[src/rtl/hysl_pkg.sv]
// Shared types, constants and the arctangent table for the heading yaw slew limiter.
`timescale 1ns / 1ps

package hysl_pkg;

	localparam int CORDIC_STEPS_DEF = 16;
	localparam int ANG_PI           = 25736;
	localparam int ANG_HALF_PI      = 12868;
	localparam int ANG_TWO_PI       = 51472;
	localparam int PRESHIFT         = 6;
	localparam int POS_W            = 24;
	localparam int DELTA_W          = POS_W + 1;
	localparam int CW               = 34;
	localparam int ZW               = 19;

	typedef enum logic {
		REG_YAW_STEP    = 1'b0,
		REG_NEAR_RADIUS = 1'b1
	} reg_idx_t;

	typedef enum logic [1:0] {
		ALPHA_CORDIC  = 2'd0,
		ALPHA_ZERO    = 2'd1,
		ALPHA_HALF_PI = 2'd2
	} alpha_src_t;

	typedef struct packed {
		logic                 dx_neg;
		logic                 dy_neg;
		logic                 near;
		alpha_src_t           alpha_src;
		logic signed [15:0]   yaw;
	} side_t;

	typedef struct packed {
		logic signed [CW-1:0] x;
		logic signed [CW-1:0] y;
		logic signed [ZW-1:0] z;
	} vec_t;

	// Arctangent of 2^-i in units of 2^-16 rad.
	function automatic logic signed [ZW-1:0] atan_lut(input int i);
		logic signed [ZW-1:0] val;
		case (i)
			0:       val = ZW'(51472);
			1:       val = ZW'(30386);
			2:       val = ZW'(16055);
			3:       val = ZW'(8150);
			4:       val = ZW'(4091);
			5:       val = ZW'(2047);
			6:       val = ZW'(1024);
			7:       val = ZW'(512);
			8:       val = ZW'(256);
			9:       val = ZW'(128);
			10:      val = ZW'(64);
			11:      val = ZW'(32);
			12:      val = ZW'(16);
			13:      val = ZW'(8);
			14:      val = ZW'(4);
			15:      val = ZW'(2);
			16:      val = ZW'(1);
			default: val = '0;
		endcase
		return val;
	endfunction

endpackage

[src/rtl/hysl_front.sv]
// Front end: position deltas, magnitudes, near-box test and CORDIC seed.
`timescale 1ns / 1ps

module hysl_front (
	input  logic               clk,
	input  logic               arst_n,
	input  logic               in_valid,
	output logic               in_ready,
	input  logic signed [23:0] cur_x,
	input  logic signed [23:0] cur_y,
	input  logic signed [15:0] cur_yaw,
	input  logic signed [23:0] tgt_x,
	input  logic signed [23:0] tgt_y,
	input  logic [15:0]        near_radius,
	output logic               out_valid,
	input  logic               out_ready,
	output hysl_pkg::vec_t     out_vec,
	output hysl_pkg::side_t    out_side
);
	import hysl_pkg::*;

	logic                      v_s1;
	logic signed [DELTA_W-1:0] dx_s1;
	logic signed [DELTA_W-1:0] dy_s1;
	logic signed [15:0]        yaw_s1;
	logic                      v_s2;
	vec_t                      vec_s2;
	side_t                     side_s2;
	logic                      en_s1;
	logic                      en_s2;
	logic [DELTA_W-1:0]        adx;
	logic [DELTA_W-1:0]        ady;
	logic [POS_W-1:0]          ax;
	logic [POS_W-1:0]          ay;
	vec_t                      vec_d;
	side_t                     side_d;

	assign en_s2    = !v_s2 || out_ready;
	assign en_s1    = !v_s1 || en_s2;
	assign in_ready = en_s1;

	always_ff @(posedge clk or negedge arst_n) begin
		if (!arst_n) begin
			v_s1 <= 1'b0;
			v_s2 <= 1'b0;
		end else begin
			if (en_s1) begin
				v_s1 <= in_valid;
			end
			if (en_s2) begin
				v_s2 <= v_s1;
			end
		end
	end

	always_ff @(posedge clk) begin
		if (en_s1 && in_valid) begin
			dx_s1  <= DELTA_W'(tgt_x) - DELTA_W'(cur_x);
			dy_s1  <= DELTA_W'(tgt_y) - DELTA_W'(cur_y);
			yaw_s1 <= cur_yaw;
		end
		if (en_s2 && v_s1) begin
			vec_s2  <= vec_d;
			side_s2 <= side_d;
		end
	end

	always_comb begin
		adx = dx_s1[DELTA_W-1] ? DELTA_W'(-dx_s1) : DELTA_W'(dx_s1);
		ady = dy_s1[DELTA_W-1] ? DELTA_W'(-dy_s1) : DELTA_W'(dy_s1);
		ax  = adx[POS_W-1:0];
		ay  = ady[POS_W-1:0];

		vec_d.x = {{(CW-POS_W-PRESHIFT){1'b0}}, ax, {PRESHIFT{1'b0}}};
		vec_d.y = {{(CW-POS_W-PRESHIFT){1'b0}}, ay, {PRESHIFT{1'b0}}};
		vec_d.z = '0;

		side_d.dx_neg = dx_s1[DELTA_W-1];
		side_d.dy_neg = dy_s1[DELTA_W-1];
		side_d.near   = (ax < POS_W'(near_radius)) && (ay < POS_W'(near_radius));
		side_d.yaw    = yaw_s1;
		if (ax == '0 && ay == '0) begin
			side_d.alpha_src = ALPHA_ZERO;
		end else if (ax == '0) begin
			side_d.alpha_src = ALPHA_HALF_PI;
		end else if (ay == '0) begin
			side_d.alpha_src = ALPHA_ZERO;
		end else begin
			side_d.alpha_src = ALPHA_CORDIC;
		end
	end

	assign out_valid = v_s2;
	assign out_vec   = vec_s2;
	assign out_side  = side_s2;

endmodule

[config.mk]
export PLATFORM = sky130hd
export DESIGN_NAME = hysl_front
export DESIGN_NICKNAME = d
export VERILOG_FILES = /design/src/rtl/hysl_pkg.sv /design/src/rtl/hysl_front.sv
export SDC_FILE = /design/constraint.sdc
export NUM_CORES = 1
export LEC_CHECK = 0
export BUFFER_PORTS_ARGS = -buffer_cell sky130_fd_sc_hd__buf_2
export CAP_MARGIN = 0
export CELL_PAD_IN_SITES_DETAIL_PLACEMENT = 0
export CELL_PAD_IN_SITES_GLOBAL_PLACEMENT = 2
export CORE_ASPECT_RATIO = 0.7
export CORE_MARGIN = 5
export CORE_UTILIZATION = 36
export DETAILED_ROUTE_END_ITERATION = 16
export PLACE_DENSITY = 0.86
export SLEW_MARGIN = 25
export SYNTH_ARGS = -nofsm -noshare
export SYNTH_HDL_FRONTEND = slang
export SYNTH_SLANG_ARGS = --single-unit
[constraint.sdc]
create_clock -name clk -period 5.2 [get_ports clk]
set_clock_uncertainty 0.05 [all_clocks]
set_input_delay 0.52 -clock clk [delete_from_list [all_inputs] [get_ports clk]]
set_output_delay 0.52 -clock clk [all_outputs]
set_load 0.1 [all_outputs]
[Yosys cells after proc, flatten, opt, wreduce, memory -nomap -nowiden]
Cells that the tools add are included.
Word-level totals
  flip-flop bits (word level): 137
  input bits: 132
  output and inout bits: 110
  logic and storage cells: 32
Operators by class
  $add $sub $neg: 4
  order comparisons: 2
  multiplexer cells: 4
  reduce and logical (&&, ||, !) cells: 10
Operators with widths (count)
  $sub A24 B24 Y25: 2
  $logic_not A24 Y1: 2
  $lt A24 B16 Y1: 2
  $mux W24: 2
  $neg A24 Y24: 2
  $logic_and A1 B1 Y1: 4
  $logic_not A1 Y1: 2
  $logic_or A1 B1 Y1: 2
  $mux W2: 1
  $mux W1: 1

[Logic depth before layout (Yosys ltp)]
  depth in word-level cells: 5
  depth in mapped cells: 14
  mapped depth without buffers: 14

[Least setup slack after synthesis]
OpenSTA, ideal clock, no wires.
  path type: flip-flop to flip-flop
  from: register v_s2 (netlist: out_valid)
  to: register dx_s1[0] (enable)
  setup time: 0.431 ns
  data arrival time: 3.414 ns
  required time: 4.719 ns
  path slack: 1.305 ns
  cell stages (with the launch flop): 3
  path buffers: 0
  clock period less this slack: 3.895 ns
  cells stage by stage: dfrtp_1 > nand3b_1 > and2_1
On the way
  cells in the longest elaborated chain, start to end: 4
RTL lines
  start, declared: line hysl_front.sv:26  | logic v_s2;
  start signal, assigned: line hysl_front.sv:51  | v_s2 <= v_s1;
  $logic_not A1 Y1: line hysl_front.sv:38  | assign en_s2 = !v_s2 || out_ready;
  $logic_or A1 B1 Y1: line hysl_front.sv:38
  $logic_or A1 B1 Y1: line hysl_front.sv:39  | assign en_s1 = !v_s1 || en_s2;
  via in_ready: line hysl_front.sv:8  | output logic in_ready,
  $logic_and A1 B1 Y1: line hysl_front.sv:57  | if (en_s1 && in_valid) begin
  end signal, assigned: line hysl_front.sv:58  | dx_s1 <= DELTA_W'(tgt_x) - DELTA_W'(cur_x);
  end, declared: line hysl_front.sv:23  | logic signed [DELTA_W-1:0] dx_s1;
The timed path passes the listed nets, and every way through them passes these cells.
A chain may end at the register's enable or synchronous reset.

==> flow_summary.json <==
{
  "combPwrFrac": 0.332,
  "clk_path_buf_depth": 2,
  "cts_tree": "built",
  "cts_root_buffer": "clkbuf_16",
  "wire_per_inst_um": 15.80,
  "grt_pass1_wl_um": 32760,
  "clkSinkCount": 137,
  "status": "finished clean",
  "worst_path_largest_cell_delay_ns": 0.81,
  "crit_start": "dx_s1[9]",
  "ioPinCount": 242,
  "grt_usage": 0.1496,
  "ant_nets": 0,
  "slew_viol_final": 0,
  "cp_max_fo": 5,
  "synth_edf_count": 135,
  "finalCriticalPeriod_ns": 3.887,
  "crit_slowest_cell": "nor4_1",
  "syn_area_um2": 8811,
  "area_delta_synth_final_pct": 20.69,
  "r2r-end": "out_side[18]",
  "path_class": "reg -> reg",
  "syn_inst": 818,
  "swShare": 0.3972,
  "path_cells": "nor4_1 > nand4_1 > o41ai_1 > xnor2_1 > ha_1 > nor2b_1 > o21ai_0 > o2111ai_1 > nor2_1 > o31ai_1 > nor4_1",
  "drc_errors": 0,
  "overflow": 0,
  "fmax_mhz": 257.3,
  "clock_power_share": 0.299,
  "critPathArrivalTime_ns": 4.07,
  "row_count": 47,
  "cts-buffers-inserted": 17,
  "slew_headroom": 0.3171,
  "finalNonFillerCells": 1361,
  "p_per_area_nw_per_um2": 378.7,
  "final_hold_viol_count": 0,
  "drt-total-wl_um": 21510,
  "portBuffers": 202,
  "critPathBufInv": 0,
  "postSynth.asyncResetShare": 0.01460,
  "cp_top_family": "simple AND/OR/NAND/NOR gates",
  "start_util": 0.3690,
  "nFillCells": 2351,
  "finalSetupTns_ns": 0,
  "maxCapViolCount": 0,
  "ir_drop_mv": 0.3154,
  "synth_area_per_cell_um2": 10.77,
  "num_vias": 6625,
  "drt_iter0_markers": 413,
  "p_sw_w": 0.001599,
  "r2r-start": "dx_s1[9]",
  "cp.required_ns": 5.38,
  "layout-drive-gt1-share": 0.2476,
  "fin_nets": 1243,
  "whs_ns": 0.2237,
  "clkSlewWorstSetupHoldPaths_ns": 0.07,
  "grt_max_degree": 70,
  "ys_warn_count": 0,
  "min_from": "cur_yaw[1]",
  "antenna_found_initial": 3,
  "leakagePower_nw": 4.580,
  "layout_commonest_cell": "buf_2",
  "holdPathStages": 1,
  "rsz0062_at_grt": "false",
  "post-dp-hpwl_um": 16980,
  "crit_top_cell": "nor4_1",
  "worstMarginPinSlew_ns": 1.012,
  "period_share": 0.7474,
  "dp.cells": 1327,
  "viasPerCell": 4.868,
  "clk-insertion-delay-late_ns": 0.43,
  "p_int_w": 0.002427,
  "r2r_setup_slack_ns": 1.31,
  "pwr-share-seq": 0.369,
  "crit_path_end_kind": "flop",
  "die_w_um": 197.0,
  "synthFlopType": "edfxtp_1",
  "die_area_um2": 27750,
  "yosysSeqAreaShare": 0.4658,
  "hold_end": "yaw_s1[1]",
  "yosysUniqueCellTypes": 61,
  "htree_num_levels": 4,
  "gp_congestion": 0.7962,
  "die-height_um": 140.9,
  "hold_path.class": "in -> reg",
  "setup_violations": 0,
  "drt_first_pass_iters": 5,
  "crit_path_start_kind": "flop",
  "grt_pass1_vias": 6090,
  "core_area_um2": 23880,
  "reg2reg_depth": 11,
  "layout_common_cells": "buf_2 (202), edfxtp_1 (135), inv_1 (80), ha_1 (80), xnor2_1 (72)",
  "synth-seq-cells": 137
}
==> Yosys cell counts (4+ instances only) <==
library cell	number	area share
or4_1	4	0.0034
o41ai_1	10	0.0099
nor2b_1	17	0.012
xnor2_1	72	0.072
or2_2	6	0.0043
nand2_1	29	0.012
a21o_1	15	0.013
nand2b_1	17	0.012
and2_1	5	0.0036
o21ai_0	40	0.023
a21boi_0	5	0.0043
nor4_1	7	0.0050
o2111ai_1	4	0.0040
nor3_1	14	0.0080
inv_1	80	0.034
clkbuf_1	8	0.0034
a211oi_1	7	0.0060
buf_4	39	0.033
o21a_1	17	0.014
or3_1	5	0.0036
buf_2	4	0.0023
a21oi_1	39	0.022
nand4_1	9	0.0064
nand3_1	16	0.0091
o31ai_1	13	0.011
xor2_1	8	0.0080
nor2_1	57	0.024
ha_1	80	0.11
edfxtp_1	135	0.46
and3_1	4	0.0028
==> layer usage <==
metal  vias up  track usage  share of wire
met4         4      0.02918         0.0065
met5         -            0         0.0013
met3        17      0.04460          0.078
li1       3337            -              -
met2       223       0.2027           0.40
met1      3044       0.2344           0.52
==> power groups by stage <==
stage / clock network (W) / logic [W] / registers [W]
finish: 0.00120 / 0.00134 / 0.00149
global route: 0.00129 / 0.00144 / 0.00150
CTS: 0.00123 / 0.00135 / 0.00149
detailed placement: 0 / 0.00134 / 0.00151
global placement: 0 / 0.00133 / 0.00151
floorplan: 0 / 0.000663 / 0.00194
==> cell families (layout without fill, tap and decap cells) <==
kind of cell	count (synthesis)	after routing	synth area share
DFF	137	137	0.4658
other	1	40	0.0004256
and+or+nand+nor	206	206	0.1238
AOI/OAI and AO/OA	177	177	0.1343
xor gates and xnor gates	80	80	0.07952
adders and majority gates	82	82	0.1181
buffers and inverters	131	317	0.07299
muxes	4	4	0.004970
==> cell type report <==
| class | instances | area, um^2 | area share |
|---|---|---|---|
| antenna | 1 | 2.502 | 0.0002353 |
| clock buffer | 17 | 425.4 | 0.04000 |
| clock inverter | 15 | 157.7 | 0.01483 |
| inverter | 80 | 300.3 | 0.02824 |
| multi-input combinational | 588 | 4210 | 0.3959 |
| sequential | 137 | 4104 | 0.3859 |
| tap | 318 | 397.9 | 0.03742 |
| timing repair buffer | 205 | 1036 | 0.09742 |
==> sequential cells by signal, summed over array words and instances (netlist names) <==
register and count:
dy_s1 25, dx_s1 25, out_valid 1, out_side 21
v_s1 1, yaw_s1 16, out_vec 48
==> timing repair <==
action | in CTS | in global routing
setup endpoints to repair | 0 | 0
hold buffers | 1 | 0
setup buffers | 0 | 0
hold endpoints to repair | 2 | 0
gates resized for setup | 0 | 0
==> stage by stage <==
step	worst slack, ns	area (um^2)	util	total power [W]
after floorplan	1.305	8954	-	0.002607
after global placement	1.539	10040	0.4204	0.002840
after detailed placement	1.510	10040	0.4204	0.002847
after CTS	1.466	10630	0.4453	0.004064
after global routing	1.203	10630	0.4454	0.004231
final	1.313	10630	0.4454	0.004027
==> how the worst max path moves through the flow <==
| stage | endpoint | cells past startpoint |
|---|---|---|
| 2_1_floorplan | dx_s1[0] | 2 |
| 3_5_place_dp | out_side[18] | 11 |
| 3_3_place_gp | out_side[18] | 11 |
| 5_1_grt | out_side[18] | 11 |
| 4_1_cts | out_side[18] | 11 |
| 6_report | out_side[18] | 11 |
(Power assumes the default switching activity.)
