<file path="src/rtl/hysl_pkg.sv">
// Shared types, constants and the arctangent table for the heading yaw slew limiter.
`timescale 1ns / 1ps

package hysl_pkg;

	localparam int CORDIC_STEPS_DEF = 16;
	localparam int ANG_PI           = 25736;
	localparam int ANG_HALF_PI      = 12868;
	localparam int ANG_TWO_PI       = 51472;
	localparam int PRESHIFT         = 6;
	localparam int POS_W            = 24;
	localparam int DELTA_W          = POS_W + 1;
	localparam int CW               = 34;
	localparam int ZW               = 19;

	typedef enum logic {
		REG_YAW_STEP    = 1'b0,
		REG_NEAR_RADIUS = 1'b1
	} reg_idx_t;

	typedef enum logic [1:0] {
		ALPHA_CORDIC  = 2'd0,
		ALPHA_ZERO    = 2'd1,
		ALPHA_HALF_PI = 2'd2
	} alpha_src_t;

	typedef struct packed {
		logic                 dx_neg;
		logic                 dy_neg;
		logic                 near;
		alpha_src_t           alpha_src;
		logic signed [15:0]   yaw;
	} side_t;

	typedef struct packed {
		logic signed [CW-1:0] x;
		logic signed [CW-1:0] y;
		logic signed [ZW-1:0] z;
	} vec_t;

	// Arctangent of 2^-i in units of 2^-16 rad.
	function automatic logic signed [ZW-1:0] atan_lut(input int i);
		logic signed [ZW-1:0] val;
		case (i)
			0:       val = ZW'(51472);
			1:       val = ZW'(30386);
			2:       val = ZW'(16055);
			3:       val = ZW'(8150);
			4:       val = ZW'(4091);
			5:       val = ZW'(2047);
			6:       val = ZW'(1024);
			7:       val = ZW'(512);
			8:       val = ZW'(256);
			9:       val = ZW'(128);
			10:      val = ZW'(64);
			11:      val = ZW'(32);
			12:      val = ZW'(16);
			13:      val = ZW'(8);
			14:      val = ZW'(4);
			15:      val = ZW'(2);
			16:      val = ZW'(1);
			default: val = '0;
		endcase
		return val;
	endfunction

endpackage

</file>
<file path="src/rtl/hysl_cordic.sv">
// Vectoring CORDIC, one rotation per pipeline stage.
`timescale 1ns / 1ps

module hysl_cordic #(
	parameter int CORDIC_STEPS = hysl_pkg::CORDIC_STEPS_DEF
) (
	input  logic            clk,
	input  logic            arst_n,
	input  logic            in_valid,
	output logic            in_ready,
	input  hysl_pkg::vec_t  in_vec,
	input  hysl_pkg::side_t in_side,
	output logic            out_valid,
	input  logic            out_ready,
	output hysl_pkg::vec_t  out_vec,
	output hysl_pkg::side_t out_side
);
	import hysl_pkg::*;

	logic  vld_s  [CORDIC_STEPS];
	vec_t  vec_s  [CORDIC_STEPS];
	side_t side_s [CORDIC_STEPS];
	logic  stg_en [CORDIC_STEPS+1];

	assign stg_en[CORDIC_STEPS] = out_ready;

	for (genvar k = 0; k < CORDIC_STEPS; k++) begin : g_iter
		vec_t  prev;
		vec_t  nxt;
		side_t prev_side;
		logic  prev_v;

		if (k == 0) begin : g_first
			assign prev      = in_vec;
			assign prev_side = in_side;
			assign prev_v    = in_valid;
		end else begin : g_next
			assign prev      = vec_s[k-1];
			assign prev_side = side_s[k-1];
			assign prev_v    = vld_s[k-1];
		end

		always_comb begin
			if (prev.y > 0) begin
				nxt.x = prev.x + (prev.y >>> k);
				nxt.y = prev.y - (prev.x >>> k);
				nxt.z = prev.z + atan_lut(k);
			end else begin
				nxt.x = prev.x - (prev.y >>> k);
				nxt.y = prev.y + (prev.x >>> k);
				nxt.z = prev.z - atan_lut(k);
			end
		end

		assign stg_en[k] = !vld_s[k] || stg_en[k+1];

		always_ff @(posedge clk or negedge arst_n) begin
			if (!arst_n) begin
				vld_s[k] <= 1'b0;
			end else if (stg_en[k]) begin
				vld_s[k] <= prev_v;
			end
		end

		always_ff @(posedge clk) begin
			if (stg_en[k] && prev_v) begin
				vec_s[k]  <= nxt;
				side_s[k] <= prev_side;
			end
		end
	end

	assign in_ready  = stg_en[0];
	assign out_valid = vld_s[CORDIC_STEPS-1];
	assign out_vec   = vec_s[CORDIC_STEPS-1];
	assign out_side  = side_s[CORDIC_STEPS-1];

endmodule

</file>
<file path="config.mk">
export PLATFORM = sky130hd
export DESIGN_NAME = hysl_cordic
export DESIGN_NICKNAME = d
export VERILOG_FILES = /design/src/rtl/hysl_pkg.sv /design/src/rtl/hysl_cordic.sv
export SDC_FILE = /design/constraint.sdc
export NUM_CORES = 2
export LEC_CHECK = 0
export BUFFER_PORTS_ARGS = -buffer_cell sky130_fd_sc_hd__clkbuf_2
export CAP_MARGIN = 15
export CELL_PAD_IN_SITES_DETAIL_PLACEMENT = 0
export CELL_PAD_IN_SITES_GLOBAL_PLACEMENT = 1
export CORE_ASPECT_RATIO = 0.7
export CORE_UTILIZATION = 47
export CTS_CLUSTER_DIAMETER = 80
export CTS_CLUSTER_SIZE = 25
export DETAILED_ROUTE_END_ITERATION = 10
export HOLD_SLACK_MARGIN = 0.05
export PLACE_DENSITY = 0.86
export SYNTH_ARGS = -nofsm -noshare
export SYNTH_HDL_FRONTEND = slang
export SYNTH_SLANG_ARGS = --single-unit
</file>
<file path="constraint.sdc">
create_clock -name clk -period 7.1 [get_ports clk]
set_clock_uncertainty 0.1 [all_clocks]
set_input_delay 1.42 -clock clk [delete_from_list [all_inputs] [get_ports clk]]
set_output_delay 1.42 -clock clk [all_outputs]
set_load 0.02 [all_outputs]
</file>
Yosys cells after proc, flatten, opt, wreduce, memory -nomap -nowiden:

Memory sizes are Yosys's and may differ from the RTL's.
Index checks and enable logic that the tools add are counted.

* $add $sub $neg: 95
* order comparisons: 16
* muxes and demuxes: 48
* reductions and logical operators: 48

Operators with widths (count)
* 87-bit 2-to-1 mux: 16
* 34-bit by 1-bit > comparator with 1-bit output, second input constant: 16
* 34-bit by 19-bit adder with 34-bit output: 2
* 34-bit by 20-bit adder with 34-bit output: 2
* 34-bit by 21-bit adder with 34-bit output: 2
* 34-bit by 22-bit adder with 34-bit output: 2
* 34-bit by 23-bit adder with 34-bit output: 2
* 34-bit by 24-bit adder with 34-bit output: 2
* 34-bit by 25-bit adder with 34-bit output: 2
* 34-bit by 26-bit adder with 34-bit output: 2
* 34-bit by 27-bit adder with 34-bit output: 2
* 34-bit by 28-bit adder with 34-bit output: 2
* 34-bit by 29-bit adder with 34-bit output: 2
* 34-bit by 30-bit adder with 34-bit output: 2
* 34-bit by 31-bit adder with 34-bit output: 2
* 34-bit by 32-bit adder with 34-bit output: 2
* 34-bit by 33-bit adder with 34-bit output: 2
* 34-bit by 19-bit subtractor with 34-bit output: 2
* 34-bit by 20-bit subtractor with 34-bit output: 2
* 34-bit by 21-bit subtractor with 34-bit output: 2
* 34-bit by 22-bit subtractor with 34-bit output: 2
* 34-bit by 23-bit subtractor with 34-bit output: 2
* 34-bit by 24-bit subtractor with 34-bit output: 2
* 34-bit by 25-bit subtractor with 34-bit output: 2
* other kinds (44): 131

* register bits: 16
* memory bits (writable): 1728
* input port bits: 112
* output and inout bits: 110
* logic and storage cells: 225
* memories: 2

Memories
* vec_s: depth 16, bits a word 87, read ports 16, clocked after memory_dff 0, write ports 16, RTL line hysl_cordic.sv:21 `vec_t vec_s [CORDIC_STEPS];`
* side_s: depth 16, bits a word 21, read ports 16, clocked after memory_dff 0, write ports 16, RTL line hysl_cordic.sv:22 `side_t side_s [CORDIC_STEPS];`

Logic depth before layout (Yosys ltp):

* depth after elaboration: 20
* depth in mapped cells: 27
* gate-level depth less buffers: 25

Worst setup path before layout:

Ideal clock, no wire load.

* kind: input port to flip-flop
* start point: input port out_ready
* end point: memory side_s[0][0] (netlist bit) (enable)
* library setup time: 637 ps
* arrival: 7399 ps
* required time: 6363 ps
* setup slack: -1035 ps
* cell stages on the path: 7
* buffers on the path: 0
* path through: nor2b_1 -> nand3_1 -> nor2_1 -> nand2_1 -> nor3_1 -> and3_1 -> a31oi_1

RTL lines
* from (decl): RTL line hysl_cordic.sv:14 `input logic out_ready,`
* to (decl): RTL line hysl_cordic.sv:22

==> impl_metrics.toml <==
[timing]
finalSetupViolations = 0
report.final.hold_viol_count = 0
clock.fmax_mhz = 144.4
worst_pin_slew_ns = 1.190
relSlewSlack_pct = 20.70
timing.final.crit_share_pct = 97.51
final_period_minus_worst_setup_slack_ns = 6.923
totalNegativeSetupSlack_ns = 0
pins_over_slew_limit = 0
post-route-worst-setup-slack_ns = 0.1765

[global_route]
globalRouteMet3Util_pct = 7.584
first_global_vias = 90920
grt-ovfl-total = 0
grt_most_used_layer = "met1"
grt_max_degree = 109
global_route_wire_length_before_repair_um = 550800
grtUsageTotal_pct = 25.03
grt_util_met2_pct = 29.65
antenna_found_initial = 9
use_met1_pct = 43.17

[route]
dr_total_vias = 101700
viasPerCell = 5.905
detailedRoute.firstIterationViolations = 11490
drt-pass1-iter-count = 6
routed_wl_um = 360800
final_antenna_net_count = 0
drcViolationCount = 0
wl_per_cell_um = 20.95

[clocking]
clock_slew_at_reported_path_ffs_ns = 0.10
number_of_sinks_on_the_clock_net = 1743
cell_at_the_root_of_the_clock_tree = "sky130_fd_sc_hd__clkbuf_16"
htree_levels = 3
cts-buffers-inserted = 100
clock_insertion_delay_worst_skew_ns = 0.82
cts-root-to-sink-buffers = 3
cts_tree = "built"

[placement]
numPortBuffers = 221
place.detailed.hpwl_um = 292900
dp_worst_setup_slack_ns = 0.2592
gp_routability_congestion = 0.9716
place_inst = 17030

[synthesis]
ys_seq_elements = 1743
synth_edf_count = 1727
synth_largest_area_cell = "sky130_fd_sc_hd__edfxtp_1"
postSynthAreaPerCell_um2 = 9.975
synth_top_flop_cell = "sky130_fd_sc_hd__edfxtp_1"
netlist_top_cells_area = "sky130_fd_sc_hd__edfxtp_1 (40%), sky130_fd_sc_hd__ha_1 (13%), sky130_fd_sc_hd__xnor2_1 (8.3%)"
synth_cell_type_count = 91
synth-seq-area-share_pct = 40.09
post_synth_instance_area_um2 = 130400
synthesis.nets = 14560
post-synth-top-area-fraction_pct = 39.78
synthesis.yosys.warnings = 0
async_reset_ff_share_pct = 0.9180
syn_inst = 13070

[critical_path]
critical_path.slowest_cell = "sky130_fd_sc_hd__nor3_1"
ff2ff_setup_slack_ns = 0.18
worst_r2r_startpoint = "vec_s[1][29]"
regToRegEndpoint = "vec_s[1][138]"
cp-end-kind = "register"
worst_path_dominant_cell_family = "simple AND/OR/NAND/NOR gates"
maximum_fanout_along_the_worst_path = 16
worst-setup-path-type = "reg2reg"
cp.required_ns = 7.54
path_buf_inv = 3
cpPeakStageDelay_ns = 0.62
critical_path.most_common_cell = "sky130_fd_sc_hd__o21ai_0"
cp.arrival_ns = 7.36
setup.worst_path.start_class = "register"
crit_chain = "nor3_1 -> nand3b_1 -> or2_2 -> or3b_2 -> nor4_1 -> buf_4 -> nor2_2 -> buf_4 -> o21ai_0 -> inv_1 -> fa_1 -> nand2b_1 -> a21oi_1 -> o2111ai_1 -> and3_1 -> o21ai_0 -> a21oi_1 -> nand2b_1 -> o31ai_4 -> o21ai_0 -> o21ai_0 -> xor2_1"
reg2reg_depth = 22

[die]
die_w_um = 631.5
floorplan.core_area_um2 = 275400
die_area_um2 = 279500
initial_core_util_pct = 47.34
floorplan.die.height_um = 442.6
row_count = 161
io_pins = 222

[layout]
fin_cells = 17220
drive_above_1_share_pct = 6.251
nFillCells = 24920
finalNetCount = 14960
area_growth_syn_to_layout_pct = 8.359

[status]
outcome = "finished, final reports clean"

[worst_hold_path]
hold_path_end = "side_s[2][13]"
whs_path_depth = 0
hp-class = "reg2reg"
min-delay-start = "side_s[1][13]"

[flow_run]
drv_cap = 0
-- synth_stat cells (17+ instances only) --
library cell / count
sky130_fd_sc_hd__o31a_1: 37
sky130_fd_sc_hd__or4_1: 58
sky130_fd_sc_hd__inv_1: 651
sky130_fd_sc_hd__o31ai_1: 179
sky130_fd_sc_hd__a31o_2: 46
sky130_fd_sc_hd__o21ai_0: 721
sky130_fd_sc_hd__a21oi_1: 1194
sky130_fd_sc_hd__nor3_1: 312
sky130_fd_sc_hd__fa_1: 49
sky130_fd_sc_hd__or3_1: 131
sky130_fd_sc_hd__nand4_1: 76
sky130_fd_sc_hd__and3_1: 110
sky130_fd_sc_hd__a211o_1: 31
sky130_fd_sc_hd__a221oi_1: 20
sky130_fd_sc_hd__o211ai_1: 66
sky130_fd_sc_hd__mux2i_1: 19
sky130_fd_sc_hd__edfxtp_1: 1727
sky130_fd_sc_hd__xor2_1: 599
sky130_fd_sc_hd__nor3b_1: 19
sky130_fd_sc_hd__nand2b_1: 221
sky130_fd_sc_hd__a21boi_0: 56
sky130_fd_sc_hd__clkbuf_1: 160
sky130_fd_sc_hd__nand3_1: 213
sky130_fd_sc_hd__a31oi_1: 89
sky130_fd_sc_hd__nand2_1: 800
sky130_fd_sc_hd__a41oi_1: 26
sky130_fd_sc_hd__o41ai_1: 88
sky130_fd_sc_hd__nand3b_1: 33
sky130_fd_sc_hd__a221o_1: 23
sky130_fd_sc_hd__and4_1: 17
sky130_fd_sc_hd__ha_1: 1331
sky130_fd_sc_hd__nor2b_1: 190
sky130_fd_sc_hd__mux2_2: 18
sky130_fd_sc_hd__and2_1: 80
sky130_fd_sc_hd__or2_2: 48
sky130_fd_sc_hd__xnor2_1: 1235
sky130_fd_sc_hd__o21a_1: 175
sky130_fd_sc_hd__nor2_1: 1016
sky130_fd_sc_hd__a211oi_1: 101
sky130_fd_sc_hd__o2111ai_1: 23
sky130_fd_sc_hd__a21o_1: 520
sky130_fd_sc_hd__o21bai_1: 167
sky130_fd_sc_hd__nor4_1: 130
-- cell families after synthesis --
group           after synthesis  share of synthesized area [%]
mux                          37                         0.3014
xor+xnor                   1838                          12.38
flops                      1743                          40.09
buf+inv                     849                          2.486
compound gates             3720                          18.14
simple gates               3502                          13.08
fa+ha+maj                  1380                          13.53
-- stage by stage --
| stage | utilization [%] | hold WS [ns] | cell area (µm²) |
|---|---|---|---|
| floorplan | - | 0.3003 | 130400 |
| global placement | 49.96 | 0.3004 | 137600 |
| detailed placement | 49.96 | 0.3045 | 137600 |
| CTS | 51.24 | 0.2956 | 141100 |
| global route | 51.30 | 0.3200 | 141300 |
| finish | 51.30 | 0.3150 | 141300 |
-- routing by layer --
| layer | vias to the layer above | part of all wire [%] |
|---|---|---|
| met5 | - | 0 |
| met4 | 0 | 0.96 |
| met3 | 195 | 13 |
| met2 | 4244 | 34 |
| met1 | 48090 | 52 |
| li1 | 49140 | - |
-- what timing repair did --
item / CTS / global route
buffers inserted: 0 / 2
hold endpoints to repair: 0 / 0
hold buffers: 0 / 0
endpoints found under the setup margin: 0 / 44
resized for setup: 0 / 31
-- how the worst max path moves through the flow --
stage               endpoint  cells after the start     startpoint
3_3_place_gp   vec_s[0][487]                     23  vec_s[0][374]
4_1_cts        vec_s[0][521]                     24  vec_s[0][374]
5_1_grt        vec_s[1][346]                     23  vec_s[1][207]
6_report       vec_s[1][138]                     22   vec_s[1][29]
3_5_place_dp   vec_s[1][260]                     22  vec_s[1][125]
2_1_floorplan  side_s[15][0]                      2      out_ready
-- sequential cells by signal, indices dropped and copies added (netlist names) --
register / count
side_s: 336
g_iter.prev_v: 15
out_valid: 1
vec_s: 1391
-- layout make-up --
type,instances,area (µm²),area share [%]
multi-input combinational,10480,75170,53.21
clock buffer,125,2618,1.853
inverter,662,2485,1.759
tap,3667,4588,3.248
timing repair buffer,483,3237,2.292
sequential,1743,52260,37.00
clock inverter,60,898.4,0.6360
antenna,1,2.502,0.001772
-- cell usage in the layout (no fill, tap or decap), types with 247 or more instances in the layout --
cell type / instances
sky130_fd_sc_hd__buf_4: 247
sky130_fd_sc_hd__xor2_1: 598
sky130_fd_sc_hd__a21o_1: 519
sky130_fd_sc_hd__a21oi_1: 1190
sky130_fd_sc_hd__o21ai_0: 717
sky130_fd_sc_hd__nor3_1: 307
sky130_fd_sc_hd__inv_1: 650
sky130_fd_sc_hd__xnor2_1: 1232
sky130_fd_sc_hd__nand2_1: 800
sky130_fd_sc_hd__ha_1: 1330
sky130_fd_sc_hd__nor2_1: 1010
sky130_fd_sc_hd__edfxtp_1: 1727
Power is not shown: default switching activity piles up to over one toggle a cycle in this logic, so the estimate is an artifact.
