--- src/rtl/hysl_pkg.sv ---
// Shared types, constants and the arctangent table for the heading yaw slew limiter.
`timescale 1ns / 1ps

package hysl_pkg;

	localparam int CORDIC_STEPS_DEF = 16;
	localparam int ANG_PI           = 25736;
	localparam int ANG_HALF_PI      = 12868;
	localparam int ANG_TWO_PI       = 51472;
	localparam int PRESHIFT         = 6;
	localparam int POS_W            = 24;
	localparam int DELTA_W          = POS_W + 1;
	localparam int CW               = 34;
	localparam int ZW               = 19;

	typedef enum logic {
		REG_YAW_STEP    = 1'b0,
		REG_NEAR_RADIUS = 1'b1
	} reg_idx_t;

	typedef enum logic [1:0] {
		ALPHA_CORDIC  = 2'd0,
		ALPHA_ZERO    = 2'd1,
		ALPHA_HALF_PI = 2'd2
	} alpha_src_t;

	typedef struct packed {
		logic                 dx_neg;
		logic                 dy_neg;
		logic                 near;
		alpha_src_t           alpha_src;
		logic signed [15:0]   yaw;
	} side_t;

	typedef struct packed {
		logic signed [CW-1:0] x;
		logic signed [CW-1:0] y;
		logic signed [ZW-1:0] z;
	} vec_t;

	// Arctangent of 2^-i in units of 2^-16 rad.
	function automatic logic signed [ZW-1:0] atan_lut(input int i);
		logic signed [ZW-1:0] val;
		case (i)
			0:       val = ZW'(51472);
			1:       val = ZW'(30386);
			2:       val = ZW'(16055);
			3:       val = ZW'(8150);
			4:       val = ZW'(4091);
			5:       val = ZW'(2047);
			6:       val = ZW'(1024);
			7:       val = ZW'(512);
			8:       val = ZW'(256);
			9:       val = ZW'(128);
			10:      val = ZW'(64);
			11:      val = ZW'(32);
			12:      val = ZW'(16);
			13:      val = ZW'(8);
			14:      val = ZW'(4);
			15:      val = ZW'(2);
			16:      val = ZW'(1);
			default: val = '0;
		endcase
		return val;
	endfunction

endpackage

--- src/rtl/hysl_back.sv ---
// Back end: angle rounding, quadrant mapping, unwrap, slew limit and output register.
`timescale 1ns / 1ps

module hysl_back (
	input  logic               clk,
	input  logic               arst_n,
	input  logic               in_valid,
	output logic               in_ready,
	input  hysl_pkg::vec_t     in_vec,
	input  hysl_pkg::side_t    in_side,
	input  logic [13:0]        yaw_step,
	output logic               out_valid,
	input  logic               out_ready,
	output logic signed [16:0] yaw_cmd,
	output logic signed [15:0] heading,
	output logic               near_target
);
	import hysl_pkg::*;

	logic                 v_s1;
	logic                 v_s2;
	logic                 v_s3;
	logic                 v_s4;
	logic [13:0]          alpha_s1;
	side_t                side_s1;
	logic signed [15:0]   head_s2;
	side_t                side_s2;
	logic signed [15:0]   head_s3;
	logic signed [17:0]   tgt_s3;
	side_t                side_s3;
	logic signed [16:0]   cmd_s4;
	logic signed [15:0]   head_s4;
	logic signed [15:0]   yaw_s4;
	logic                 near_s4;
	logic                 en_s1;
	logic                 en_s2;
	logic                 en_s3;
	logic                 en_s4;
	logic signed [ZW-1:0] z_rnd;
	logic [13:0]          alpha_d;
	logic signed [15:0]   alpha_sx;
	logic signed [15:0]   head_d;
	logic signed [16:0]   wrap_diff;
	logic signed [17:0]   tgt_d;
	logic signed [18:0]   slew_diff;
	logic signed [18:0]   step_ext;
	logic signed [16:0]   step_17;
	logic signed [16:0]   cmd_d;
	logic signed [18:0]   out_diff;

	assign en_s4    = !v_s4 || out_ready;
	assign en_s3    = !v_s3 || en_s4;
	assign en_s2    = !v_s2 || en_s3;
	assign en_s1    = !v_s1 || en_s2;
	assign in_ready = en_s1;

	always_ff @(posedge clk or negedge arst_n) begin
		if (!arst_n) begin
			v_s1 <= 1'b0;
			v_s2 <= 1'b0;
			v_s3 <= 1'b0;
			v_s4 <= 1'b0;
		end else begin
			if (en_s1) begin
				v_s1 <= in_valid;
			end
			if (en_s2) begin
				v_s2 <= v_s1;
			end
			if (en_s3) begin
				v_s3 <= v_s2;
			end
			if (en_s4) begin
				v_s4 <= v_s3;
			end
		end
	end

	// Round the accumulated angle to 2^-13 rad and clamp it to the first quadrant.
	always_comb begin
		z_rnd = (in_vec.z + ZW'(4)) >>> 3;
		case (in_side.alpha_src)
			ALPHA_ZERO:    alpha_d = '0;
			ALPHA_HALF_PI: alpha_d = 14'(ANG_HALF_PI);
			ALPHA_CORDIC: begin
				if (z_rnd < 0) begin
					alpha_d = '0;
				end else if (z_rnd > ZW'(ANG_HALF_PI)) begin
					alpha_d = 14'(ANG_HALF_PI);
				end else begin
					alpha_d = z_rnd[13:0];
				end
			end
			default:       alpha_d = '0;
		endcase
	end

	always_comb begin
		alpha_sx = $signed({2'b00, alpha_s1});
		if (!side_s1.dy_neg) begin
			head_d = side_s1.dx_neg ? 16'(ANG_PI) - alpha_sx : alpha_sx;
		end else begin
			head_d = side_s1.dx_neg ? alpha_sx - 16'(ANG_PI) : -alpha_sx;
		end
	end

	always_comb begin
		wrap_diff = 17'(side_s2.yaw) - 17'(head_s2);
		if (wrap_diff >= 17'(ANG_PI)) begin
			tgt_d = 18'(head_s2) + 18'(ANG_TWO_PI);
		end else if (wrap_diff <= -17'(ANG_PI)) begin
			tgt_d = 18'(head_s2) - 18'(ANG_TWO_PI);
		end else begin
			tgt_d = 18'(head_s2);
		end
	end

	always_comb begin
		slew_diff = 19'(side_s3.yaw) - 19'(tgt_s3);
		step_ext  = $signed({5'b0, yaw_step});
		step_17   = $signed({3'b0, yaw_step});
		if (side_s3.near) begin
			cmd_d = 17'(side_s3.yaw);
		end else if (slew_diff >= 0) begin
			cmd_d = (slew_diff > step_ext) ? 17'(side_s3.yaw) - step_17 : 17'(tgt_s3);
		end else begin
			cmd_d = (-slew_diff > step_ext) ? 17'(side_s3.yaw) + step_17 : 17'(tgt_s3);
		end
	end

	always_ff @(posedge clk) begin
		if (en_s1 && in_valid) begin
			alpha_s1 <= alpha_d;
			side_s1  <= in_side;
		end
		if (en_s2 && v_s1) begin
			head_s2 <= head_d;
			side_s2 <= side_s1;
		end
		if (en_s3 && v_s2) begin
			head_s3 <= head_s2;
			tgt_s3  <= tgt_d;
			side_s3 <= side_s2;
		end
		if (en_s4 && v_s3) begin
			cmd_s4  <= cmd_d;
			head_s4 <= head_s3;
			yaw_s4  <= side_s3.yaw;
			near_s4 <= side_s3.near;
		end
	end

	assign out_valid   = v_s4;
	assign yaw_cmd     = cmd_s4;
	assign heading     = head_s4;
	assign near_target = near_s4;

	assign out_diff = 19'(cmd_s4) - 19'(yaw_s4);

	a_near_holds_yaw: assert property (@(posedge clk) disable iff (!arst_n)
		v_s4 && near_s4 |-> cmd_s4 == 17'(yaw_s4))
		else $error("Near-box result does not pass the current yaw through.");

	a_slew_bounded: assert property (@(posedge clk) disable iff (!arst_n)
		v_s4 && !near_s4 |-> (out_diff <= step_ext) && (out_diff >= -step_ext))
		else $error("Commanded yaw moves by more than the yaw step.");

	a_heading_range: assert property (@(posedge clk) disable iff (!arst_n)
		v_s4 |-> (head_s4 >= -16'(ANG_PI)) && (head_s4 <= 16'(ANG_PI)))
		else $error("Heading lies outside plus or minus pi.");

endmodule

--- config.mk ---
export PLATFORM = sky130hd
export DESIGN_NAME = hysl_back
export DESIGN_NICKNAME = d
export VERILOG_FILES = /design/src/rtl/hysl_pkg.sv /design/src/rtl/hysl_back.sv
export SDC_FILE = /design/constraint.sdc
export NUM_CORES = 1
export LEC_CHECK = 0
export BUFFER_PORTS_ARGS = -buffer_cell sky130_fd_sc_hd__buf_2
export CAP_MARGIN = 20
export CORE_ASPECT_RATIO = 1.2
export CORE_MARGIN = 2
export CORE_UTILIZATION = 40
export CTS_CLUSTER_DIAMETER = 200
export DETAILED_ROUTE_END_ITERATION = 6
export GPL_TIMING_DRIVEN = 1
export HOLD_SLACK_MARGIN = 0.12
export SLEW_MARGIN = 10
export SYNTH_ARGS = -nofsm -noshare
export SYNTH_HDL_FRONTEND = slang
export SYNTH_SLANG_ARGS = --single-unit
--- constraint.sdc ---
create_clock -name clk -period 5.3 [get_ports clk]
set_clock_uncertainty 0.2 [all_clocks]
set_input_delay 0.53 -clock clk [delete_from_list [all_inputs] [get_ports clk]]
set_output_delay 0.53 -clock clk [all_outputs]
set_load 0.03 [all_outputs]
Word level (Yosys, flattened, before mapping) --
Index checks and enable logic that the tools add are counted.
Word-level totals: bits in registers 155, output and inout bits 36
Operators by class: add/subtract/negate cells 11, order comparisons 7, equal/unequal tests 1, muxes and demuxes 12, reduce and logical (&&, ||, !) cells 13
Operator list (number):
- $mux 17 | 4
- $mux 16 | 3
- $gt 19x15->1 | 2
- $mux 18 | 2
- $mux 14 | 2
- $pmux 14 s2 | 1
- $add 19x4->19 const B | 1
- $ge 19x1->1 const B | 1
- $neg 19->19 | 1
- $sub 16x18->19 | 1
- $add 16x17->18 const B | 1
- $sub 16x17->18 const B | 1
- $add 16x15->17 | 1
- $ge 17x16->1 const B | 1
- $le 17x16->1 const B | 1
- $sub 16x15->17 | 1
- $sub 16x16->17 | 1
- $gt 16x15->1 const B | 1
- $lt 16x1->1 const B | 1
- $neg 14->16 | 1
- $sub 14x15->16 const B | 1
- $sub 15x14->16 const A | 1
- $logic_and 1x1->1 | 4
- $logic_not 1->1 | 4
- other kinds (3) | 6

Depth between registers and ports, before layout --
Gate-level depths: netlist of the first run.
depth in word-level cells 6, depth in mapped cells 24, depth with buffers taken out 23

Least setup slack after synthesis of the first run --
OpenSTA, ideal clock, no wires.
path type register to register, start register side_s3[0] (netlist name), end register cmd_s4[13], in the netlist yaw_cmd[13], data pin, setup time 257 ps, arrival 5026 ps, required time 4843 ps, path slack -182 ps, stages on the path, launching flop included 23, period minus slack after synthesis 5482 ps, cell sequence edfxtp_1 -> inv_1 -> ha_1 -> inv_1 -> fa_1 -> a211o_1 -> o21ai_2 -> xnor2_2 -> or4_4 -> or4_4 -> xor2_1 -> ha_1 -> a21o_1 -> a21o_1 -> a21o_1 -> a211o_1 -> a21oi_1 -> a21oi_1 -> a2111oi_4 -> nor2_2 -> buf_6 -> mux2i_1 -> a32o_1
Between the ends: cells in the longest elaborated chain, start to end 6, elaborated cells on any way between the ends 11
RTL lines:
- start, declared | line hysl_back.sv:30 | side_t side_s3;
- start signal, assigned | line hysl_back.sv:143 | side_s3 <= side_s2;
- $sub 16x18->19 | line hysl_back.sv:119 | slew_diff = 19'(side_s3.yaw) - 19'(tgt_s3);
- $neg 19->19 | line hysl_back.sv:127 | cmd_d = (-slew_diff > step_ext) ? 17'(side_s3.yaw) + step_17 : 17'(tgt_s3);
- $gt 19x15->1 | line hysl_back.sv:127
- $mux 17 | line hysl_back.sv:127
- $mux 17 (*) | line hysl_back.sv:124 | end else if (slew_diff >= 0) begin
- $mux 17 (*) | line hysl_back.sv:122 | if (side_s3.near) begin
- net cmd_d[13] | line hysl_back.sv:48 | logic signed [16:0] cmd_d;
- end signal, assigned | line hysl_back.sv:146 | cmd_s4 <= cmd_d;
- end, declared | line hysl_back.sv:31 | logic signed [16:0] cmd_s4;
Mark *: on every way through the listed nets, which the timed path passes. The rest lies on a longest branch. A chain may end at the register's enable or synchronous reset.

Final worst setup path of the first run --
start register side_s3[0] (netlist name), end register cmd_s4[10], in the netlist yaw_cmd[10], data pin
The elaborated chain is that of the path after synthesis.

==> impl_metrics.toml, run 1 <==
[status]
outcome = "complete, but fails checks"
violations = "negative setup slack"

[placement]
place_area_sq_mm = 0.0128
dp.cells = 1676
dp_hpwl_mm = 22.1
port-buffer-count = 91
gp_congestion = 0.855

[worst_hold_path]
min_from = "side_s1[13]"
hold_class = "reg2reg"
min_path_cells = 0
hold_end = "side_s2[13]"

[global_route]
grt_remaining_overflow = 0
grt_pass1_vias = 9204
grt_pass1_wl_mm = 44.9
antenna_found_initial = 0
grt_max_degree = 48
grt_use_total = 0.192

[power_and_ir_drop]
pwr-share-clk = 0.203
p_sw_mw = 2.38
swShare = 0.387
p_leak_nw = 5.63
seq_power_share = 0.277
power.internal_mw = 3.78
ir_worst_vdd_mv = 0.179
p_comb_frac = 0.519
p_per_area_mw_per_mm2 = 451

[floorplanning]
die_x_microns = 157
ios = 162
core_sq_mm = 0.0278
fp.dieH_microns = 188
die-area_sq_mm = 0.0296
start_util = 0.406
core.rowCount = 67

[drt]
post_drt_wl_per_cell_microns = 15.8
drt-vias-per-instance = 5.34
drt-pass1-iter-count = 6
drt-initial-drc-count = 421
antenna_left = 0
wirelength_mm = 27.3
vias = 9259
drc = 0

[sta]
slew_headroom = 0.301
finalCritPeriodShare = 1.02
maxSlewViolCount = 0
min_period_ns = 5.43
fmax_ghz = 0.184
hold_viol = 0
rsz0062_at_grt = "yes"
layout_setup_ws_ns = -0.126
hold_ws_ns = 0.214
tightestPinTransition_ns = 1.05
setup_viol = 9

[critical_path]
cp_max_fo = 7
reg2reg_slack_ns = -0.13
worstPathRequired_ns = 5.36
reg2reg_to = "yaw_cmd[10]"
reg2reg_depth = 22
cp-startpoint = "side_s3[0]"
r2r_start = "side_s3[0]"
cp.arrival_ns = 5.49
critical_path_class = "reg2reg"
cp-end-kind = "flip-flop"
start_kind = "flip-flop"

[clocking]
h-tree-depth = 4
clk_latency_ns = 0.43
cts_tree = "built"
clk_pin_slew_ns = 0.06
root_buffer = "clkbuf_16"
cts_buffer_depth = 2
cts_buffers = 17
clock_sinks = 151

[synthesis]
synth_cell_types = 85
synth_cells = 1160
yosys_warnings = 0
syn_nets = 1387
ys_seq_elements = 151
syn_area_sq_mm = 0.0113
ys.flop_type = "edfxtp_1"
syn_area_per_cell_sq_um = 9.74
synth_async_sr_flop_share = 0.0265
synth_edf_count = 147
ys_seq_area_frac = 0.400

[finish]
instances_no_fill = 1734
final_util = 0.490
area_growth_pct = 20.8
fin_area_sq_mm = 0.0136
fillers = 2600
drive_gt1_frac = 0.179
num_antenna_cells = 0
layout.nets = 1570

[run]
maxCapViolCount = 0
[worst max path at each step]
stage,cells past startpoint,endpoint,slack (ns)
2_1_floorplan,22,yaw_cmd[13],-0.14
3_3_place_gp,22,yaw_cmd[10],-0.20
3_5_place_dp,22,yaw_cmd[10],-0.25
5_1_grt,22,yaw_cmd[10],-0.40
4_1_cts,22,yaw_cmd[10],-0.13
6_report,22,yaw_cmd[10],-0.13
[cells by family (layout without fill, tap and decap cells)]
| logic type | count (synthesis) | after routing | synth area share |
|---|---|---|---|
| adders and majority gates | 101 | 101 | 0.115 |
| buffers and inverters | 132 | 327 | 0.0450 |
| and+or+nand+nor | 355 | 355 | 0.162 |
| xor gates and xnor gates | 74 | 74 | 0.0580 |
| DFF | 151 | 151 | 0.400 |
| muxes | 15 | 15 | 0.0133 |
| AOI/OAI and AO/OA | 332 | 332 | 0.208 |
[worst max-delay path, stage by stage, from the launching register on]
cell and delay (ns):
edfxtp_1 0.40, inv_2 0.09, ha_4 0.13, inv_2 0.03
fa_2 0.33, a211o_1 0.31, o21ai_2 0.09, xnor2_2 0.11
or4_4 0.50, or4_4 0.51, xor2_1 0.16, ha_1 0.30
a21o_1 0.16, a21o_1 0.17, a21o_1 0.17, a211o_1 0.30
a21oi_2 0.13, a21oi_2 0.06, a2111oi_4 0.29, buf_4 0.22
nor4_1 0.06, o32a_1 0.34, o31ai_2 0.18
[through the flow]
step | setup TNS [ns] | power, mW | worst slack, ns
6_report | -0.485 | 6.16 | -0.126
5_1_grt | -4.80 | 6.63 | -0.398
3_3_place_gp | -1.41 | 4.84 | -0.202
3_5_place_dp | -2.31 | 4.88 | -0.254
4_1_cts | -0.448 | 6.17 | -0.126
2_1_floorplan | -1.58 | 3.88 | -0.142
[cell usage in the layout, fill, tap and decap left out, drive strengths merged, types with 16 or more instances in the layout]
cell         Yosys  layout
xnor2           58      58
buf              7     178
dlygate4sd3      0      21
o31ai           16      16
a21oi           71      71
inv             97      99
and3            18      18
a21o            30      30
ha              97      97
and2            16      16
o21ai           49      49
nor3            38      38
o21a            18      18
nand2           50      50
edfxtp         147     147
nor2           100     100
nor2b           16      16
xor2            16      16
nand3           36      36
clkbuf          28      18
[metal layers]
metal	routed length, microns	part of all wire	GRT usage
met1	11400	0.42	0.217
met2	14500	0.53	0.357
met3	647	0.024	0.0280
met4	817	0.030	0.0731
met5	0	0	0
[timing repair]
item                                    in CTS  in global routing
endpoints found under the setup margin      17                 17
pin swaps                                    4                  1
hold buffers                                21                  0
hold endpoints to repair                    24                  0
gates resized for setup                      2                  2
gates cloned                                 0                  0
setup buffers                                2                  3
[Yosys cell counts, types with 16 or more instances]
library cell	count	area, sq um
nor2b_1	16	100
and3_1	18	113
o21ai_0	42	210
clkbuf_1	28	105
inv_1	97	364
a21oi_1	70	350
nand2_1	50	188
o21a_1	18	135
nand3_1	36	180
nor2_1	98	368
a21o_1	30	225
and2_1	16	100
xor2_1	16	140
edfxtp_1	147	4410
xnor2_1	57	499
ha_1	97	1210
nor3_1	38	190
[power groups by stage]
stage	Sequential (mW)	Combinational (mW)	Clock (mW)
CTS	1.71	3.18	1.28
global placement	1.73	3.10	0
global route	1.73	3.57	1.33
finish	1.71	3.20	1.25
detailed placement	1.73	3.15	0
floorplan	1.80	2.08	0
[registers in the layout, indices dropped and copies added (netlist names)]
| register | flops |
|---|---|
| side_s2 | 17 |
| side_s3 | 17 |
| alpha_s1 | 14 |
| tgt_s3 | 14 |
| near_target | 1 |
| side_s1 | 19 |
| heading | 16 |
| head_s2 | 16 |
| out_valid | 1 |
| v_s2 | 1 |
| head_s3 | 16 |
| v_s1 | 1 |
| v_s3 | 1 |
| yaw_cmd | 17 |
[layout make-up]
class	instances	area, sq um	share of cell area
Clock buffer	18	429	0.0315
Clock inverter	13	178	0.0130
Inverter	97	364	0.0267
Multi-Input combinational cell	877	6330	0.464
Sequential cell	151	4510	0.331
Tap cell	379	474	0.0348
Timing Repair Buffer	199	1360	0.0994
Power figures use the tool's default switching activity.
==> run 2: changes to the inputs <==
- ABC_AREA: not set -> 1
==> impl_metrics.toml, run 2 <==
[drt]
vias = 10300
drt-pass1-iter-count = 5
wirelength_mm = 31.2
drt-initial-drc-count = 538
antenna_left = 0
drc = 0
drt-vias-per-instance = 4.97
post_drt_wl_per_cell_microns = 15.0

[critical_path]
crit_top_cell = "nand2_1"
cp-end-kind = "flip-flop"
worstPathRequired_ns = 5.29
start_kind = "flip-flop"
critical_path_class = "reg2reg"
crit_slowest_cell = "fa_2"
max_stage_delay_ns = 0.49
cp_max_fo = 9
cp.arrival_ns = 4.85

[sta]
min_period_ns = 4.86
fmax_ghz = 0.206
setup_viol = 0
maxSlewViolCount = 0
finalSetupTns_ns = 0
tightestPinTransition_ns = 0.932
rsz0062_at_grt = "no"
finalCritPeriodShare = 0.917
slew_headroom = 0.377
hold_viol = 0

[finish]
largest_reg_flops = 19
drive_gt1_frac = 0.117
largest_register = "side_s1"
final_common_cell = "nand2_1"
num_antenna_cells = 0
layout.nets = 1899
instances_no_fill = 2075
fin_area_sq_mm = 0.0138
area_growth_pct = 14.9
fillers = 2930
layout_common_cells = "nand2_1 (392), inv_1 (253), edfxtp_1 (147), nor2_1 (131), nand3_1 (117)"

[synthesis]
yosys_warnings = 0
syn_area_sq_mm = 0.0120
ys_seq_area_frac = 0.375
synth.largest_area_cell = "edfxtp_1"
synth_cells = 1554
ys.flop_type = "edfxtp_1"
synth_cell_types = 53
synth_area_leaders = "edfxtp_1 (37%), nand2_1 (12%), ha_1 (10%)"
syn_area_per_cell_sq_um = 7.74
yosysMostFrequentCell = "nand2_1"
ys_seq_elements = 151
synth_top_area_frac = 0.367
synth_edf_count = 147
synth_async_sr_flop_share = 0.0265
syn_nets = 1781
synth_commonest_cells = "nand2_1 (393), inv_1 (254), edfxtp_1 (147), nor2_1 (135), nand3_1 (117)"

[placement]
port-buffer-count = 91
dp.cells = 2020
dp_hpwl_mm = 25.4
place_area_sq_mm = 0.0130
gp_congestion = 0.913

[floorplanning]
fp.dieH_microns = 194
core_sq_mm = 0.0296
die_x_microns = 162
core.rowCount = 69
ios = 162
die-area_sq_mm = 0.0315
start_util = 0.406

[global_route]
grt_remaining_overflow = 0
grt_pass1_vias = 10200
grt_use_total = 0.201
antenna_found_initial = 0
grt_max_degree = 48
grt_pass1_wl_mm = 49.8

[power_and_ir_drop]
p_per_area_mw_per_mm2 = 442
p_leak_nw = 6.73
ir_worst_vdd_mv = 0.236

[clocking]
cts_buffers = 17
h-tree-depth = 4
clk_latency_ns = 0.43
cts_tree = "built"
clock_sinks = 151
clk_pin_slew_ns = 0.07
cts_buffer_depth = 2
root_buffer = "clkbuf_16"

[run]
maxCapViolCount = 0

[status]
outcome = "finished clean"

[worst_hold_path]
hold_class = "in2reg"
==> run 2: changes by cell type after synthesis, moves of 37 or more <==
| cell | before | now |
|---|---|---|
| nand2_1 | 50 | 393 |
| inv_1 | 97 | 254 |
| nand3_1 | 36 | 117 |
| xor2_1 | 16 | 67 |
| xnor2_1 | 57 | 11 |
| nor2_1 | 98 | 135 |
==> run 2: routing by layer <==
| metal | global-route usage | part of all wire |
|---|---|---|
| met3 | 0.0229 | 0.026 |
| met1 | 0.224 | 0.41 |
| met2 | 0.379 | 0.52 |
| met5 | 0 | 0 |
| met4 | 0.0908 | 0.038 |
==> run 2: area by class of cell <==
type	count	area, sq um	area share
Multi-Input combinational cell	1121	6480	0.468
Timing Repair Buffer	123	773	0.0559
Sequential cell	151	4510	0.327
Clock inverter	14	174	0.0126
Clock buffer	18	429	0.0310
Tap cell	390	488	0.0353
Inverter	258	968	0.0701
==> run 2: stage by stage <==
stage / worst slack (ns) / total power [mW] / hold slack [ns] / utilization
final: 0.440 / 6.12 / 0.192 / 0.467
after global routing: 0.00446 / 6.63 / 0.222 / 0.467
after CTS: 0.159 / 6.11 / 0.171 / 0.465
after detailed placement: 0.186 / 4.85 / 0.141 / 0.437
after global placement: 0.285 / 4.81 / 0.140 / 0.437
after floorplan: 0.899 / 4.06 / 0.0344 / -
==> run 2: power by group <==
part	total, mW	switching, mW	internal, mW
Combinational	3.17	2.12	1.05
Clock	1.23	0.487	0.743
Sequential	1.72	0.133	1.58
==> run 2: worst max-delay path, delay by kind of cell, from the launching register on <==
kind	cells	cell delay [ns]
adder cells (fa/ha/maj)	4	1.21
flip-flops	1	0.44
AND/OR/NAND/NOR	20	1.94
XOR/XNOR	1	0.15
AO/OA/AOI/OAI	1	0.17
buffers and inverters	5	0.49
==> run 2: kinds of logic after synthesis <==
logic type / after synthesis / synth area share
flip-flops: 151 / 0.375
adder cells (fa/ha/maj): 101 / 0.108
XOR/XNOR: 79 / 0.0591
AND/OR/NAND/NOR: 762 / 0.281
AO/OA/AOI/OAI: 179 / 0.0872
buffers and inverters: 282 / 0.0903
==> run 2: path summary, 6_finish.rpt <==
path                        startpoint     endpoint  slack, ns  depth (start not counted)
setup / recovery            head_s3[0]  yaw_cmd[16]       0.44                         31
hold / removal               out_ready    out_valid       0.19                          4
setup reg to reg            head_s3[0]  yaw_cmd[16]       0.44                         31
hold reg to reg            side_s1[12]  side_s2[12]       0.22                          0
max in group asynchronous       arst_n         v_s2       4.56                          2
min in group asynchronous       arst_n         v_s3       0.23                          2
==> run 2: timing repair <==
item                                   CTS  global route
buffers inserted                         0             1
resized for setup                        0             7
setup endpoints to repair                0            17
endpoints found under the hold margin   24             0
hold buffers                            21             0
==> run 3: changes to the inputs <==
- CELL_PAD_IN_SITES_DETAIL_PLACEMENT: not set -> 1
- CELL_PAD_IN_SITES_GLOBAL_PLACEMENT: not set -> 1
- CORE_UTILIZATION: 40 -> 39
- PLACE_DENSITY_LB_ADDON: not set -> 0.1
==> impl_metrics.toml, run 3 (synthesized netlist as in run 2, its figures left out) <==
[clocking]
cts_tree = "built"
cts_buffer_depth = 2
cts_buffers = 17
root_buffer = "clkbuf_16"
h-tree-depth = 4
clk_pin_slew_ns = 0.07
clk_latency_ns = 0.44
clock_sinks = 151

[power_and_ir_drop]
ir_worst_vdd_mv = 0.198
power.internal_mw = 3.30
swShare = 0.466
seq_power_share = 0.278
pwr-share-clk = 0.196
power_mw = 6.18
p_per_area_mw_per_mm2 = 447
p_sw_mw = 2.88
p_comb_frac = 0.526
p_leak_nw = 6.76

[critical_path]
path_buf_inv = 8
crit_slowest_cell = "fa_2"
cp.arrival_ns = 4.86
critical_path_class = "reg2reg"
crit_top_cell = "nand2_1"
max_stage_delay_ns = 0.46
start_kind = "flip-flop"
worstPathRequired_ns = 5.28
cp_max_fo = 9
critical-path-top-delay-family = "simple AND/OR/NAND/NOR gates"
cp-end-kind = "flip-flop"

[run]
maxCapViolCount = 0

[global_route]
grt_max_degree = 48
grt_use_total = 0.233
antenna_found_initial = 0
grt_remaining_overflow = 0
grt_pass1_wl_mm = 57.9
grt_pass1_vias = 11500

[finish]
num_antenna_cells = 0
largest_reg_flops = 19
fillers = 3757
layout.nets = 1905
largest_register = "side_s1"
drive_gt1_frac = 0.123
fin_area_sq_mm = 0.0138
instances_no_fill = 2087
final_util = 0.455
layout_common_cells = "nand2_1 (392), inv_1 (252), edfxtp_1 (147), nor2_1 (131), nand3_1 (117)"
final_common_cell = "nand2_1"
area_growth_pct = 15.0

[floorplanning]
core.rowCount = 70
ios = 162
fp.dieH_microns = 196
die-area_sq_mm = 0.0323
start_util = 0.396
core_sq_mm = 0.0304
die_x_microns = 164

[status]
outcome = "finished clean"

[sta]
layout_setup_ws_ns = 0.426
slew_headroom = 0.331
min_period_ns = 4.87
fmax_ghz = 0.205
hold_viol = 0
maxSlewViolCount = 0
finalCritPeriodShare = 0.920
setup_viol = 0
tightestPinTransition_ns = 1.00
finalSetupTns_ns = 0
rsz0062_at_grt = "no"
hold_ws_ns = 0.144

[drt]
drt-pass1-iter-count = 4
post_drt_wl_per_cell_microns = 17.2
drt-vias-per-instance = 5.11
drc = 0
drt-initial-drc-count = 334
wirelength_mm = 35.9
antenna_left = 0
vias = 10700

[placement]
gp_congestion = 0.855
dp_hpwl_mm = 29.5
place_ws_ns = 0.229
port-buffer-count = 91
dp.cells = 2031
place_area_sq_mm = 0.0130

[worst_hold_path]
hold_class = "in2reg"
-- run 3: changes by cell type in the layout (fill, tap and decap cells not counted) --
cell and delta:
buf_4 +8, inv_6 +4, clkinv_1 -3, bufinv_16 -2
inv_2 +2, inv_8 +2, a211oi_1 +1, a211oi_2 -1
buf_12 -1, clkbuf_1 -1, clkinv_4 -1, dlygate4sd3_1 -1
inv_1 -1
-- run 3: worst min-delay path: stages --
cell	delay, ns
buf_2	0.08
inv_1	0.06
nand2_1	0.07
-- run 3: final cells by class --
cell class	instances	area, sq um	area share
clock buffer	17	425	0.0308
clock inverter	15	155	0.0112
inverter	258	968	0.0700
multi-input combinational	1121	6470	0.468
sequential	151	4510	0.326
tap	396	495	0.0358
timing repair buffer	129	803	0.0581
-- run 3: repair_timing --
| action | 4_1_cts | 5_1_grt |
|---|---|---|
| hold endpoints to repair | 23 | 0 |
| buffers inserted | 0 | 4 |
| setup endpoints to repair | 0 | 17 |
| resized for setup | 0 | 7 |
| hold buffers | 20 | 0 |
-- run 3: final timing paths --
path,from,to,slack (ns),cells past startpoint
worst max-delay path,side_s3[0],yaw_cmd[3],0.43,33
worst min-delay path,in_valid,v_s1,0.14,3
worst max register to register,side_s3[0],yaw_cmd[3],0.43,33
worst min register to register,head_s3[4],heading[4],0.22,0
max in group asynchronous,arst_n,v_s3,4.54,2
min in group asynchronous,arst_n,out_valid,0.23,2
-- run 3: power groups by stage --
stage	sequential [mW]	clock (mW)	combinational (mW)
2_1_floorplan	1.79	0	2.26
3_3_place_gp	1.74	0	3.15
3_5_place_dp	1.74	0	3.24
4_1_cts	1.72	1.25	3.27
5_1_grt	1.74	1.28	3.69
6_report	1.72	1.21	3.25
-- run 3: routing by layer --
metal | global-route usage | part of all wire | vias up
li1 | - | - | 5358
met1 | 0.248 | 0.39 | 5108
met2 | 0.457 | 0.55 | 132
met3 | 0.0246 | 0.021 | 63
met4 | 0.0994 | 0.038 | 0
met5 | 0 | 0 | -
